`src/rtl/odo_pkg.sv`:
```
// shared constants, types and tables of the odometry core
package odo_pkg;

	localparam int MUL_AW   = 69;   // serial multiplier: multiplicand and product width
	localparam int MUL_BW   = 32;   // serial multiplier: multiplier width, one bit per cycle
	localparam int DIV_NW   = 69;   // serial divider: dividend and quotient width
	localparam int DIV_DW   = 17;   // serial divider: divisor width
	localparam int CORDIC_W = 34;   // cordic datapath width
	localparam int TRIG_W   = 18;   // signed q15 sine and cosine

	localparam logic [CORDIC_W-1:0] CORDIC_START = CORDIC_W'(652032875);
	localparam logic [MUL_BW-1:0]   TURN_SCALE   = MUL_BW'(683565);
	localparam logic [DIV_DW-1:0]   MS_PER_S     = DIV_DW'(1000);

	typedef enum logic [1:0] {
		CFG_INTERVAL = 2'd0,
		CFG_THRESH   = 2'd1,
		CFG_TRACK    = 2'd2
	} cfg_idx_t;

	// arctangent of 2^-i in units of 2^-32 turn
	function automatic logic [31:0] atan_turn(input logic [4:0] i);
		logic [31:0] v;
		case (i)
			5'd0:    v = 32'd536870912;
			5'd1:    v = 32'd316933406;
			5'd2:    v = 32'd167458907;
			5'd3:    v = 32'd85004756;
			5'd4:    v = 32'd42667331;
			5'd5:    v = 32'd21354465;
			5'd6:    v = 32'd10679838;
			5'd7:    v = 32'd5340245;
			5'd8:    v = 32'd2670163;
			5'd9:    v = 32'd1335087;
			5'd10:   v = 32'd667544;
			5'd11:   v = 32'd333772;
			5'd12:   v = 32'd166886;
			5'd13:   v = 32'd83443;
			5'd14:   v = 32'd41722;
			5'd15:   v = 32'd20861;
			5'd16:   v = 32'd10430;
			5'd17:   v = 32'd5215;
			5'd18:   v = 32'd2608;
			5'd19:   v = 32'd1304;
			5'd20:   v = 32'd652;
			5'd21:   v = 32'd326;
			5'd22:   v = 32'd163;
			5'd23:   v = 32'd81;
			default: v = 32'd0;
		endcase
		return v;
	endfunction

endpackage

```
`src/rtl/odo_mul.sv`:
```
// shift-and-add multiplier, one multiplier bit per cycle
module odo_mul (
	input  logic                       clk,
	input  logic                       arst_n,
	input  logic                       start,
	input  logic [odo_pkg::MUL_AW-1:0] a,
	input  logic [odo_pkg::MUL_BW-1:0] b,
	output logic                       done,
	output logic [odo_pkg::MUL_AW-1:0] prod
);
	import odo_pkg::*;

	localparam int CW = $clog2(MUL_BW);

	logic [MUL_AW-1:0] a_q, p_q;
	logic [MUL_BW-1:0] b_q;
	logic [CW-1:0]     cnt_q;
	logic              busy_q, done_q;

	always_ff @(posedge clk or negedge arst_n) begin
		if (!arst_n) begin
			busy_q <= 1'b0;
			done_q <= 1'b0;
			cnt_q  <= '0;
		end else begin
			done_q <= 1'b0;
			if (start) begin
				busy_q <= 1'b1;
				cnt_q  <= '0;
			end else if (busy_q) begin
				cnt_q <= cnt_q + 1'b1;
				if (cnt_q == CW'(MUL_BW - 1)) begin
					busy_q <= 1'b0;
					done_q <= 1'b1;
				end
			end
		end
	end

	always_ff @(posedge clk) begin
		if (start) begin
			a_q <= a;
			b_q <= b;
			p_q <= '0;
		end else if (busy_q) begin
			if (b_q[0])
				p_q <= p_q + a_q;
			a_q <= {a_q[MUL_AW-2:0], 1'b0};
			b_q <= {1'b0, b_q[MUL_BW-1:1]};
		end
	end

	assign done = done_q;
	assign prod = p_q;

endmodule

```
`src/rtl/odo_div.sv`:
```
// restoring divider, one quotient bit per cycle
module odo_div (
	input  logic                       clk,
	input  logic                       arst_n,
	input  logic                       start,
	input  logic [odo_pkg::DIV_NW-1:0] num,
	input  logic [odo_pkg::DIV_DW-1:0] den,
	output logic                       done,
	output logic [odo_pkg::DIV_NW-1:0] quo
);
	import odo_pkg::*;

	localparam int CW = $clog2(DIV_NW);

	logic [DIV_NW-1:0] q_q;
	logic [DIV_DW-1:0] rem_q, d_q;
	logic [CW-1:0]     cnt_q;
	logic              busy_q, done_q;
	logic [DIV_DW:0]   trial, sub;
	logic              ge;

	assign trial = {rem_q, q_q[DIV_NW-1]};
	assign sub   = trial - {1'b0, d_q};
	assign ge    = trial >= {1'b0, d_q};

	always_ff @(posedge clk or negedge arst_n) begin
		if (!arst_n) begin
			busy_q <= 1'b0;
			done_q <= 1'b0;
			cnt_q  <= '0;
		end else begin
			done_q <= 1'b0;
			if (start) begin
				busy_q <= 1'b1;
				cnt_q  <= '0;
			end else if (busy_q) begin
				cnt_q <= cnt_q + 1'b1;
				if (cnt_q == CW'(DIV_NW - 1)) begin
					busy_q <= 1'b0;
					done_q <= 1'b1;
				end
			end
		end
	end

	always_ff @(posedge clk) begin
		if (start) begin
			q_q   <= num;
			d_q   <= den;
			rem_q <= '0;
		end else if (busy_q) begin
			rem_q <= ge ? sub[DIV_DW-1:0] : trial[DIV_DW-1:0];
			q_q   <= {q_q[DIV_NW-2:0], ge};
		end
	end

	assign done = done_q;
	assign quo  = q_q;

endmodule

```
`src/rtl/odo_cordic.sv`:
```
// iterative rotation cordic, one micro-rotation per cycle
module odo_cordic #(
	parameter int ITER = 16
) (
	input  logic                              clk,
	input  logic                              arst_n,
	input  logic                              start,
	input  logic [15:0]                       angle,
	output logic                              done,
	output logic signed [odo_pkg::TRIG_W-1:0] cos_val,
	output logic signed [odo_pkg::TRIG_W-1:0] sin_val
);
	import odo_pkg::*;

	localparam int IW = (ITER > 1) ? $clog2(ITER) : 1;

	logic signed [CORDIC_W-1:0] x_q, y_q, z_q;
	logic signed [CORDIC_W-1:0] x_sh, y_sh, at, xf, yf, xa, ya;
	logic [TRIG_W-1:0]          xm, ym;
	logic signed [TRIG_W-1:0]   cos_q, sin_q;
	logic [IW-1:0]              it_q;
	logic                       busy_q, fin_q, done_q, flip_q;
	logic                       flip;
	logic [31:0]                a_rot;

	// left half-plane angles get a half turn first, results negated at the end
	assign flip  = angle[15] ^ angle[14];
	assign a_rot = {angle, 16'h0000} + (flip ? 32'h8000_0000 : 32'h0);

	assign x_sh = x_q >>> it_q;
	assign y_sh = y_q >>> it_q;
	assign at   = signed'({{(CORDIC_W-32){1'b0}}, atan_turn(5'(it_q))});

	always_ff @(posedge clk or negedge arst_n) begin
		if (!arst_n) begin
			busy_q <= 1'b0;
			fin_q  <= 1'b0;
			done_q <= 1'b0;
			it_q   <= '0;
		end else begin
			done_q <= 1'b0;
			if (start) begin
				busy_q <= 1'b1;
				it_q   <= '0;
			end else if (busy_q) begin
				it_q <= it_q + 1'b1;
				if (it_q == IW'(ITER - 1)) begin
					busy_q <= 1'b0;
					fin_q  <= 1'b1;
				end
			end else if (fin_q) begin
				fin_q  <= 1'b0;
				done_q <= 1'b1;
			end
		end
	end

	// divide by 32768 toward zero
	assign xf = flip_q ? -x_q : x_q;
	assign yf = flip_q ? -y_q : y_q;
	assign xa = xf[CORDIC_W-1] ? -xf : xf;
	assign ya = yf[CORDIC_W-1] ? -yf : yf;
	assign xm = xa[15 +: TRIG_W];
	assign ym = ya[15 +: TRIG_W];

	always_ff @(posedge clk) begin
		if (start) begin
			flip_q <= flip;
			x_q    <= CORDIC_START;
			y_q    <= '0;
			z_q    <= signed'({{(CORDIC_W-32){a_rot[31]}}, a_rot});
		end else if (busy_q) begin
			if (!z_q[CORDIC_W-1]) begin
				x_q <= x_q - y_sh;
				y_q <= y_q + x_sh;
				z_q <= z_q - at;
			end else begin
				x_q <= x_q + y_sh;
				y_q <= y_q - x_sh;
				z_q <= z_q + at;
			end
		end else if (fin_q) begin
			cos_q <= xf[CORDIC_W-1] ? -signed'(xm) : signed'(xm);
			sin_q <= yf[CORDIC_W-1] ? -signed'(ym) : signed'(ym);
		end
	end

	assign done    = done_q;
	assign cos_val = cos_q;
	assign sin_val = sin_q;

endmodule

```
`src/rtl/diff_drive_odometry_core.sv`:
```
// differential-drive odometry core: sequencer, pose registers and stream ports
//
// Each input transaction is either a wheel speed sample (tuser 0) or a pose clear (tuser 1),
// and each one yields exactly one output transaction carrying the pose and a did_update flag.
// A sample advances the pose only when now_ms minus the time of the last update reaches
// update_interval_ms; it then takes one of three paths: straight line, turn on the spot,
// or swing turn about the instantaneous center. Position is in 1/256 mm, heading is a
// 16-bit binary angle. One item is worked on at a time; all arithmetic runs through a
// one-bit-per-cycle multiplier, a one-bit-per-cycle restoring divider and an iterative
// cordic. The sequencer launches each unit on entering its state and moves on at its done.
// A straight move uses three products, a quotient and a sine/cosine pair, a turn on the
// spot two products and a quotient, and a swing turn five products, three quotients and
// two sine/cosine pairs. A clear or a skipped sample goes from decide straight to result.
// A finished result sits in the output register while the next item is taken.
// Configuration writes are always ready and must only be issued while the core is idle.
module diff_drive_odometry_core #(
	parameter int TRIG_ITERATIONS = 16
) (
	input  logic        clk,
	input  logic        arst_n,
	// configuration write channel
	input  logic        cfg_valid,
	output logic        cfg_ready,
	input  logic [1:0]  cfg_index,
	input  logic [15:0] cfg_data,
	// input stream
	input  logic        s_axis_tvalid,
	output logic        s_axis_tready,
	input  logic [63:0] s_axis_tdata,  // left_speed[15:0], right_speed[31:16], now_ms[63:32]
	input  logic        s_axis_tuser,  // opcode
	// result stream
	output logic        m_axis_tvalid,
	input  logic        m_axis_tready,
	output logic [79:0] m_axis_tdata,  // pos_x[31:0], pos_y[63:32], heading[79:64]
	output logic        m_axis_tuser   // did_update
);
	import odo_pkg::*;

	typedef enum logic [17:0] {
		S_IDLE    = 18'h00001,
		S_DECIDE  = 18'h00002,
		S_ST_MUL  = 18'h00004,
		S_ST_DIV  = 18'h00008,
		S_ST_TRIG = 18'h00010,
		S_ST_MULX = 18'h00020,
		S_ST_MULY = 18'h00040,
		S_SW_TRG0 = 18'h00080,
		S_TS_MUL1 = 18'h00100,
		S_TS_MUL2 = 18'h00200,
		S_TS_DIV  = 18'h00400,
		S_SW_TRG1 = 18'h00800,
		S_SW_MULA = 18'h01000,
		S_SW_MULX = 18'h02000,
		S_SW_DIVX = 18'h04000,
		S_SW_MULY = 18'h08000,
		S_SW_DIVY = 18'h10000,
		S_RESULT  = 18'h20000
	} state_t;

	state_t state_q;

	// configuration registers
	logic [15:0] interval_q;
	logic [14:0] thresh_q;
	logic [9:0]  track_q;

	// item and pose registers
	logic               op_q, did_q, pend_q, swing_q;
	logic signed [16:0] sum_q, diff_q;
	logic [31:0]        now_q, dt_q, last_q;
	logic [31:0]        x_q, y_q;
	logic [15:0]        hd_q;
	logic signed [TRIG_W-1:0] c0_q, s0_q;
	logic [26:0]        wsum_q;

	// output register
	logic        out_valid_q, out_did_q;
	logic [79:0] out_data_q;

	// shared arithmetic units
	logic              mul_start, mul_done, div_start, div_done, trig_start, trig_done;
	logic              mul_sel, div_sel, trig_sel;
	logic [MUL_AW-1:0] mul_a, mul_prod;
	logic [MUL_BW-1:0] mul_b;
	logic [DIV_NW-1:0] div_num, div_quo;
	logic [DIV_DW-1:0] div_den;
	logic signed [TRIG_W-1:0] trig_cos, trig_sin;

	// derived values
	logic [16:0]        asum, adiff;
	logic [9:0]         w_eff;
	logic [31:0]        dt_now;
	logic [TRIG_W-1:0]  cos_abs, sin_abs;
	logic signed [TRIG_W:0] ds, dc;
	logic [TRIG_W:0]    ds_abs, dc_abs;
	logic [15:0]        step;
	logic [31:0]        st_mag, sw_mag;
	logic               s_accept;

	assign asum    = sum_q[16] ? 17'(-sum_q) : 17'(sum_q);
	assign adiff   = diff_q[16] ? 17'(-diff_q) : 17'(diff_q);
	assign w_eff   = (track_q == 10'd0) ? 10'd1 : track_q;   // zero track acts as 1 mm
	assign dt_now  = now_q - last_q;                          // wraps with the ms counter
	assign cos_abs = trig_cos[TRIG_W-1] ? TRIG_W'(-trig_cos) : TRIG_W'(trig_cos);
	assign sin_abs = trig_sin[TRIG_W-1] ? TRIG_W'(-trig_sin) : TRIG_W'(trig_sin);
	// swing turn: sine change for x, cosine change (old minus new) for y
	assign ds      = {trig_sin[TRIG_W-1], trig_sin} - {s0_q[TRIG_W-1], s0_q};
	assign dc      = {c0_q[TRIG_W-1], c0_q} - {trig_cos[TRIG_W-1], trig_cos};
	assign ds_abs  = ds[TRIG_W] ? (TRIG_W+1)'(-ds) : (TRIG_W+1)'(ds);
	assign dc_abs  = dc[TRIG_W] ? (TRIG_W+1)'(-dc) : (TRIG_W+1)'(dc);
	// heading step is bits 31:16 of |R-L|*dt*scale/W
	assign step    = div_quo[31:16];
	// straight: |d|*|trig| / 32768; swing: quotient times 128/32768
	assign st_mag  = mul_prod[46:15];
	assign sw_mag  = div_quo[39:8];

	// operand selection for the shared units
	always_comb begin
		mul_a    = '0;
		mul_b    = '0;
		div_num  = '0;
		div_den  = '0;
		mul_sel  = 1'b0;
		div_sel  = 1'b0;
		trig_sel = 1'b0;
		unique case (state_q)
			S_ST_MUL: begin
				mul_sel = 1'b1;
				mul_a   = MUL_AW'(asum);
				mul_b   = dt_q;
			end
			S_ST_DIV: begin
				div_sel = 1'b1;
				div_num = {mul_prod[DIV_NW-8:0], 7'b0};
				div_den = MS_PER_S;
			end
			S_ST_TRIG, S_SW_TRG0, S_SW_TRG1: begin
				trig_sel = 1'b1;
			end
			S_ST_MULX: begin
				mul_sel = 1'b1;
				mul_a   = div_quo;
				mul_b   = MUL_BW'(cos_abs);
			end
			S_ST_MULY: begin
				mul_sel = 1'b1;
				mul_a   = div_quo;
				mul_b   = MUL_BW'(sin_abs);
			end
			S_TS_MUL1: begin
				mul_sel = 1'b1;
				mul_a   = MUL_AW'(adiff);
				mul_b   = dt_q;
			end
			S_TS_MUL2: begin
				mul_sel = 1'b1;
				mul_a   = mul_prod;
				mul_b   = TURN_SCALE;
			end
			S_TS_DIV: begin
				div_sel = 1'b1;
				div_num = mul_prod;
				div_den = DIV_DW'(w_eff);
			end
			S_SW_MULA: begin
				mul_sel = 1'b1;
				mul_a   = MUL_AW'(w_eff);
				mul_b   = MUL_BW'(asum);
			end
			S_SW_MULX: begin
				mul_sel = 1'b1;
				mul_a   = MUL_AW'(wsum_q);
				mul_b   = MUL_BW'(ds_abs);
			end
			S_SW_MULY: begin
				mul_sel = 1'b1;
				mul_a   = MUL_AW'(wsum_q);
				mul_b   = MUL_BW'(dc_abs);
			end
			S_SW_DIVX, S_SW_DIVY: begin
				div_sel = 1'b1;
				div_num = mul_prod;
				div_den = adiff;
			end
			default: ;
		endcase
	end

	// a unit is launched once, on the first cycle of its state
	assign mul_start  = pend_q & mul_sel;
	assign div_start  = pend_q & div_sel;
	assign trig_start = pend_q & trig_sel;

	assign s_accept = s_axis_tvalid & s_axis_tready;

	// configuration writes
	always_ff @(posedge clk or negedge arst_n) begin
		if (!arst_n) begin
			interval_q <= 16'd20;
			thresh_q   <= 15'd5;
			track_q    <= 10'd142;
		end else if (cfg_valid) begin
			unique case (cfg_index)
				CFG_INTERVAL: interval_q <= cfg_data;
				CFG_THRESH:   thresh_q   <= cfg_data[14:0];
				CFG_TRACK:    track_q    <= cfg_data[9:0];
				default: ;
			endcase
		end
	end

	// sequencer and pose state
	always_ff @(posedge clk or negedge arst_n) begin
		if (!arst_n) begin
			state_q     <= S_IDLE;
			pend_q      <= 1'b0;
			x_q         <= '0;
			y_q         <= '0;
			hd_q        <= '0;
			last_q      <= '0;
			did_q       <= 1'b0;
			out_valid_q <= 1'b0;
		end else begin
			// load a new result, or drop the one just taken
			if (state_q == S_RESULT && (!out_valid_q || m_axis_tready))
				out_valid_q <= 1'b1;
			else if (m_axis_tready)
				out_valid_q <= 1'b0;
			unique case (state_q)
				S_IDLE: begin
					if (s_accept)
						state_q <= S_DECIDE;
				end
				S_DECIDE: begin
					pend_q <= 1'b1;
					if (op_q) begin
						// pose clear keeps the time of the last update
						did_q   <= 1'b0;
						x_q     <= '0;
						y_q     <= '0;
						hd_q    <= '0;
						state_q <= S_RESULT;
					end else if (dt_now < 32'(interval_q)) begin
						did_q   <= 1'b0;
						state_q <= S_RESULT;
					end else begin
						did_q  <= 1'b1;
						last_q <= now_q;
						if (adiff <= 17'(thresh_q))
							state_q <= S_ST_MUL;
						else if (asum <= 17'(thresh_q))
							state_q <= S_TS_MUL1;
						else
							state_q <= S_SW_TRG0;
					end
				end
				S_ST_MUL, S_TS_MUL1, S_TS_MUL2, S_SW_MULA, S_SW_MULX, S_SW_MULY,
				S_ST_MULX, S_ST_MULY: begin
					if (pend_q) begin
						pend_q <= 1'b0;
					end else if (mul_done) begin
						pend_q <= 1'b1;
						unique case (state_q)
							S_ST_MUL:  state_q <= S_ST_DIV;
							S_TS_MUL1: state_q <= S_TS_MUL2;
							S_TS_MUL2: state_q <= S_TS_DIV;
							S_SW_MULA: state_q <= S_SW_MULX;
							S_SW_MULX: state_q <= S_SW_DIVX;
							S_SW_MULY: state_q <= S_SW_DIVY;
							S_ST_MULX: begin
								x_q     <= x_q + ((sum_q[16] ^ trig_cos[TRIG_W-1]) ? -st_mag
									: st_mag);
								state_q <= S_ST_MULY;
							end
							default: begin
								y_q     <= y_q + ((sum_q[16] ^ trig_sin[TRIG_W-1]) ? -st_mag
									: st_mag);
								state_q <= S_RESULT;
							end
						endcase
					end
				end
				S_ST_DIV, S_TS_DIV, S_SW_DIVX, S_SW_DIVY: begin
					if (pend_q) begin
						pend_q <= 1'b0;
					end else if (div_done) begin
						pend_q <= 1'b1;
						unique case (state_q)
							S_ST_DIV: state_q <= S_ST_TRIG;
							S_TS_DIV: begin
								hd_q    <= diff_q[16] ? hd_q - step : hd_q + step;
								state_q <= swing_q ? S_SW_TRG1 : S_RESULT;
							end
							S_SW_DIVX: begin
								x_q     <= x_q + ((sum_q[16] ^ ds[TRIG_W] ^ diff_q[16]) ? -sw_mag
									: sw_mag);
								state_q <= S_SW_MULY;
							end
							default: begin
								y_q     <= y_q + ((sum_q[16] ^ dc[TRIG_W] ^ diff_q[16]) ? -sw_mag
									: sw_mag);
								state_q <= S_RESULT;
							end
						endcase
					end
				end
				S_ST_TRIG, S_SW_TRG0, S_SW_TRG1: begin
					if (pend_q) begin
						pend_q <= 1'b0;
					end else if (trig_done) begin
						pend_q <= 1'b1;
						unique case (state_q)
							S_ST_TRIG: state_q <= S_ST_MULX;
							S_SW_TRG0: state_q <= S_TS_MUL1;
							default:   state_q <= S_SW_MULA;
						endcase
					end
				end
				S_RESULT: begin
					// the output register parts the two sides
					if (!out_valid_q || m_axis_tready)
						state_q <= S_IDLE;
				end
				default: state_q <= S_IDLE;
			endcase
		end
	end

	// payload registers
	always_ff @(posedge clk) begin
		if (s_accept) begin
			op_q   <= s_axis_tuser;
			sum_q  <= 17'(signed'(s_axis_tdata[15:0])) + 17'(signed'(s_axis_tdata[31:16]));
			diff_q <= 17'(signed'(s_axis_tdata[31:16])) - 17'(signed'(s_axis_tdata[15:0]));
			now_q  <= s_axis_tdata[63:32];
		end
		if (state_q == S_DECIDE) begin
			dt_q    <= dt_now;
			swing_q <= !(adiff <= 17'(thresh_q)) && !(asum <= 17'(thresh_q));
		end
		if (state_q == S_SW_TRG0 && trig_done) begin
			c0_q <= trig_cos;
			s0_q <= trig_sin;
		end
		if (state_q == S_SW_MULA && mul_done)
			wsum_q <= mul_prod[26:0];
		if (state_q == S_RESULT && (!out_valid_q || m_axis_tready)) begin
			out_data_q <= {hd_q, y_q, x_q};
			out_did_q  <= did_q;
		end
	end

	odo_mul u_mul (
		.clk    (clk),
		.arst_n (arst_n),
		.start  (mul_start),
		.a      (mul_a),
		.b      (mul_b),
		.done   (mul_done),
		.prod   (mul_prod)
	);

	odo_div u_div (
		.clk    (clk),
		.arst_n (arst_n),
		.start  (div_start),
		.num    (div_num),
		.den    (div_den),
		.done   (div_done),
		.quo    (div_quo)
	);

	odo_cordic #(
		.ITER (TRIG_ITERATIONS)
	) u_cordic (
		.clk     (clk),
		.arst_n  (arst_n),
		.start   (trig_start),
		.angle   (hd_q),
		.done    (trig_done),
		.cos_val (trig_cos),
		.sin_val (trig_sin)
	);

	assign cfg_ready     = 1'b1;
	assign s_axis_tready = (state_q == S_IDLE);
	assign m_axis_tvalid = out_valid_q;
	assign m_axis_tdata  = out_data_q;
	assign m_axis_tuser  = out_did_q;

endmodule

```
`config.mk`:
```
export PLATFORM = sky130hd
export DESIGN_NAME = diff_drive_odometry_core
export DESIGN_NICKNAME = d
export VERILOG_FILES = /design/src/rtl/odo_pkg.sv /design/src/rtl/odo_mul.sv /design/src/rtl/odo_div.sv /design/src/rtl/odo_cordic.sv /design/src/rtl/diff_drive_odometry_core.sv
export SDC_FILE = /design/constraint.sdc
export NUM_CORES = 2
export LEC_CHECK = 0
export BUFFER_PORTS_ARGS = -buffer_cell sky130_fd_sc_hd__buf_2
export CORE_ASPECT_RATIO = 1.75
export CORE_MARGIN = 5
export CORE_UTILIZATION = 30
export DETAILED_ROUTE_END_ITERATION = 12
export PLACE_DENSITY_LB_ADDON = 0.15
export SLEW_MARGIN = 20
export SYNTH_ARGS = -nofsm -noshare
export SYNTH_HDL_FRONTEND = slang
export SYNTH_HIERARCHICAL = 1
export SYNTH_SLANG_ARGS = --single-unit
```
`constraint.sdc`:
```
create_clock -name clk -period 10.3 [get_ports clk]
set_clock_uncertainty 0.1 [all_clocks]
set_input_delay 0.515 -clock clk [delete_from_list [all_inputs] [get_ports clk]]
set_output_delay 0.515 -clock clk [all_outputs]
set_load 0.005 [all_outputs]
```
# Word-level counts from Yosys, hierarchy flattened
# Memory sizes are Yosys's and may differ from the RTL's.
# Cells that the tools add are included.
[totals] regBits=853 romBits=480 in_bits=88 out_inout_bits=84 wordCells=291 n_memories=1
[memory_table] name="(name not given)" words=16 width=30 read_ports=1 rd_clocked_by_memory_dff=0 wr=0 line_no="odo_pkg.sv:24" rtl="case (i)"
[op_classes] addsub=37 n_lt_le_gt_ge=4 eq_ne=38 shifts=2 muxes=112 n_bitwise=15 reduce_logical=38
[ops] op="$mux W32" count=20
[ops] op="$pmux W69 S6" count=1
[ops] op="$mux W69" count=4
[ops] op="$mux W18" count=15
[ops] op="$mux W34" count=7
[ops] op="$pmux W32 S7" count=1
[ops] op="$pmux W32 S3" count=2
[ops] op="$add A32 B32 Y32" count=5
[ops] op="$pmux W69 S2" count=1
[ops] op="$pmux W18 S7" count=1
[ops] op="$pmux W18 S6" count=1
[ops] op="$mux W16" count=5
[ops] op="$neg A18 Y18" count=4
[ops] op="$add A69 B69 Y69" count=1
[ops] op="$add A34 B34 Y34" count=2
[ops] op="$neg A34 Y34" count=2
[ops] op="$sshr A34 B4 Y34" count=2
[ops] op="$sub A34 B34 Y34" count=2
[ops] op="$mux W33" count=2
[ops] op="$neg A33 Y33" count=2
[ops] op="$neg A32 Y32" count=2
[ops] op="$pmux W18 S3" count=1
[ops] op="$mux W17" count=3
[ops] op="$pmux W17 S3" count=1
[ops] op="72 further kinds" count=159

# Longest topological paths before layout
[depth] word_depth=9 mapped_depth=31 ltp_nobuf=26

# Modules after synthesis
# Netlist, hierarchy kept.
[by_module_without_submodules] module="diff_drive_odometry_core" n_inst=1 cells_per_inst=3504 area_each_um2=31973.2 seq_area_each_um2=11662.4
[by_module_without_submodules] module="odo_cordic" n_inst=1 cells_per_inst=2402 area_each_um2=19661.4 seq_area_each_um2=3668.5
[by_module_without_submodules] module="odo_mul" n_inst=1 cells_per_inst=1116 area_each_um2=10913.0 seq_area_each_um2=4589.4
[by_module_without_submodules] module="odo_div" n_inst=1 cells_per_inst=438 area_each_um2=5620.4 seq_area_each_um2=3148.0

# Worst setup path before layout
# OpenSTA, ideal clock, no wires.
[synth_path] kind="flip-flop to flip-flop" startpoint="register u_cordic.it_q[0]" endpoint="register u_cordic.z_q[31], data pin" setup_time_ps=138 t_arrival_ps=6592 required_ps=10062 slack_ps=3470 path_stages_with_launch=28 n_path_buf=6 period_less_slack_ps=6830 cell_sequence="dfrtp_1 -> buf_2 -> buf_6 -> buf_4 -> buf_2 -> buf_4 -> buf_2 -> inv_1 -> ha_1 -> nand2b_1 -> a21oi_1 -> a2111oi_0 -> nand2_1 -> nor2_1 -> a21oi_1 -> xor2_1 -> ha_1 -> a211o_1 -> a211oi_1 -> o31ai_1 -> a2111oi_0 -> o31ai_1 -> a21oi_1 -> a31oi_1 -> a21oi_1 -> o21bai_1 -> or4b_2 -> nand4_1"
[synth_via] elab_chain_len=5 word_cells_on_any_way=6 classes_between="add/sub: 2; mux: 3; memory: 1"
[synth_rtl] element="start: declaration" line_no="odo_cordic.sv:21" rtl="logic [IW-1:0] it_q;"
[synth_rtl] element="start signal: assignment" line_no="odo_cordic.sv:46" rtl="it_q <= it_q + 1'b1;"
[synth_rtl] element="$mem_v2 Z16 W30 (*)"
[synth_rtl] element="$sub A34 B33 Y34 / $add A34 B33 Y34 (equally long branches)" line_no="odo_cordic.sv:76, odo_cordic.sv:80"
[synth_rtl] element="$mux W34 (*)" line_no="odo_cordic.sv:73" rtl="if (!z_q[CORDIC_W-1]) begin"
[synth_rtl] element="$mux W34 (*)" line_no="odo_cordic.sv:72" rtl="end else if (busy_q) begin"
[synth_rtl] element="$mux W34 (*)" line_no="odo_cordic.sv:67" rtl="if (start) begin"
[synth_rtl] element="end signal: assignment" line_no="odo_cordic.sv:71" rtl="z_q <= signed'({{(CORDIC_W-32){a_rot[31]}}, a_rot});"
[synth_rtl] element="end signal: assignment" line_no="odo_cordic.sv:76" rtl="z_q <= z_q - at;"
[synth_rtl] element="end signal: assignment" line_no="odo_cordic.sv:80" rtl="z_q <= z_q + at;"
[synth_rtl] element="end: declaration" line_no="odo_cordic.sv:17" rtl="logic signed [CORDIC_W-1:0] x_q, y_q, z_q;"
# Every way passes the cells marked *; elsewhere a longest branch is shown, timed or not. The select of a mux whose other input is x is not followed.
# A chain may end at the register's enable or synchronous reset.

# Worst setup path in the final report
# Same ends and word-level chain as after synthesis.

==> impl_metrics.ini <==
[run_status]
outcome = complete, no violations

[route]
wire_per_inst_um = 23.89
wl_um = 252900
drc = 0
drtPass1Iterations = 8
drt_iter0_markers = 3528
ant_nets = 0
viasPerCell = 5.462
via_count = 57820

[timing]
fin_crit_ns = 7.598
slew_headroom = 0.2616
rsz0062_at_grt = no
slew_violations = 0
fin_crit_sh = 0.7377
setup_viol = 0
max_freq_mhz = 131.6
worstMarginPinSlew_ns = 1.108
fin_tns_setup_ns = 0
hold_violations = 0

[flow_run]
drv_cap = 0

[power]
p_per_area_mw_per_mm2 = 98.61
p_leak_nw = 29.30
ir_drop_v = 0.0001263
power.total_mw = 7.469

[floorplanning]
rows = 231
die_w_um = 370.3
die_h_um = 640.6
io_pins = 172
die_area_sq_mm = 0.2372
core-area_sq_mm = 0.2263
initial_core_util = 0.3012

[worst_setup_path]
reg2reg_to = u_cordic/z_q[31]
critPathBufInv = 1
cp_common_cell = a21oi_1
crit_type = flip-flop to flip-flop
reg2regPathDepth = 21
critPathCapture = u_cordic/z_q[31]
slowest_delay_ns = 1.03
cp_data_required_time_ns = 10.79
worst-path-stages = 21
path_cells = inv_1, ha_1, nand2b_1, a21oi_1, a2111oi_0, nand2_1, nor2_1, a21oi_1, xor2_1, ha_1, a211o_1, a211oi_1, o31ai_1, a2111oi_0, o31ai_1, a21oi_1, a31oi_1, a21oi_1, o21bai_1, or4b_2, nand4_1
cpLargestDelayFamily = compound AO/OA/AOI/OAI gates
path_max_fanout = 55
r2r_slack_ns = 2.70
cp-start-kind = flip-flop
cp-end-kind = flip-flop
startpoint = u_cordic/it_q[0]
critPathSlowestCell = dfrtp_4
regToRegStartpoint = u_cordic/it_q[0]
worstPathArrival_ns = 8.09

[clock_tree]
clockRootBuffer = clkbuf_16
clock_latency_ns = 0.73
numCtsBuffers = 93
post-cts-setup-buffers = 0
cts_tree = built
clk_path_buf_depth = 3
path_clk_slew_ns = 0.06
htree_levels = 3
cts.sinks = 852

[global_routing]
grt_pass1_vias = 58126
grt_pass1_wl_um = 375600
antenna_found_initial = 31
grt_usage = 0.2066
grt_max_degree = 90
grt-ovfl-total = 0

[layout]
final_common_cell = nand2_1
final_cells = 10585
syn_to_final_growth_pct = 11.11
layout_common_cells = 676 x nand2_1, 604 x nor2_1, 583 x a21oi_1
drive_above_1_share = 0.1197
fin_nets = 8016
postLayoutCoreUtil = 0.3347

[yosys]
syn_avg_cell_area_sq_um = 9.138
synth.ff_latch_count = 852
syn-cell-area_sq_mm = 0.06817
ys_seq_area_frac = 0.3384
ys_types = 140
yosys_warnings = 6
synth_nets = 8010
syn_inst = 7460
synth_enable_flop_cells = 501
ys.flop_type = edfxtp_1
ys_async_sr_fraction = 0.2312

[worst_hold_path]
hp-class = input pin to flip-flop

[placed_design]
place.gp.congestion = 0.9361
io_buffers = 170
hpwlAfterDp_um = 196500
dp.cells = 10349
what timing repair did:
action | CTS | global route
hold buffers | 51 | 0
endpoints found under the hold margin | 146 | 0
gates resized for setup | 0 | 0
logic make-up after synthesis:
group	synth area share
AO/OA/AOI/OAI	0.2012
AND/OR/NAND/NOR	0.1560
adder cells (fa/ha/maj)	0.08623
flip-flops	0.3384
buffers and inverters	0.04433
other	0.00005501
XOR/XNOR	0.09466
multiplexers	0.07913
worst min-delay path by stage:
stage / to / cells past startpoint / slack [ns] / from
2_1_floorplan: did_q / 0 / 0.12 / arst_n
4_1_cts: sum_q[0] / 3 / 0.11 / s_axis_tdata[0]
3_5_place_dp: m_axis_tuser / 0 / 0.34 / did_q
5_1_grt: sum_q[0] / 3 / 0.17 / s_axis_tdata[0]
6_report: sum_q[0] / 3 / 0.16 / s_axis_tdata[0]
3_3_place_gp: m_axis_tuser / 0 / 0.34 / did_q
layer usage:
layer / part of all wire / track usage / vias to the layer above
met5: 0.00013 / 0 / -
met4: 0.059 / 0.1049 / 6
met3: 0.038 / 0.02181 / 495
met2: 0.54 / 0.4036 / 1520
met1: 0.36 / 0.2156 / 28243
li1: - / - / 27556
registers in the layout, summed over array words and instances (netlist names), 34 cells and up:
register	flops
m_axis_tdata	80
u_cordic/y_q	34
u_mul/prod	69
u_cordic/x_q	34
u_mul/a_q	69
u_div/quo	69
u_cordic/z_q	34
per-stage QoR:
step           setup WS, ns  instance area [sq um]  hold slack, ns
3_5_place_dp          2.687                  72130          0.3422
2_1_floorplan         3.470                  68170          0.1194
5_1_grt               1.959                  75740          0.1724
6_report              2.702                  75740          0.1595
4_1_cts               2.661                  75720          0.1092
3_3_place_gp          2.765                  72120          0.3351
Yosys cell counts, drive strengths merged, types with 23 or more instances:
master,count,share of area
a211oi,58,0.0065
a21o,168,0.019
a21oi,589,0.044
a221oi,31,0.0042
a222oi,25,0.0037
a22o,124,0.016
a31oi,105,0.010
and2,68,0.0062
and3,83,0.0077
buf,103,0.0080
clkbuf,334,0.018
dfrtp,188,0.069
dfxtp,154,0.045
edfxtp,501,0.22
ha,449,0.082
inv,323,0.018
mux2,256,0.042
mux2i,84,0.012
mux4,74,0.025
nand2,682,0.038
nand2b,57,0.0052
nand3,125,0.0094
nand4,74,0.0069
nor2,610,0.034
nor2b,65,0.0061
nor3,121,0.0090
nor3b,25,0.0029
nor4,67,0.0077
o211ai,38,0.0043
o21a,58,0.0064
o21ai,380,0.028
o21bai,41,0.0046
o221ai,23,0.0030
o31ai,140,0.016
o41ai,31,0.0050
or2,26,0.0024
or3,69,0.0065
or4,40,0.0046
xnor2,446,0.057
xor2,289,0.037
area by class of cell:
type,count,area (sq um)
clock inverter,54,566.8
inverter,325,1221
multi-input combinational,5846,42210
clock buffer,120,2512
tap,3029,3790
fill,23395,150600
sequential,852,23080
antenna,11,27.53
timing repair buffer,348,2337
where the power goes:
group	internal (mW)	switching [mW]	leakage [nW]	total, mW
Sequential	3.62	0.0264	7.53	3.65
Combinational	0.117	0.165	20.3	0.282
Clock	1.96	1.57	1.50	3.54
tightest hold or removal path, stage by stage:
cell   delay [ns]
buf_2        0.12
ha_1         0.14
inv_1        0.04
No activity file was read; power rests on OpenSTA's default activity.
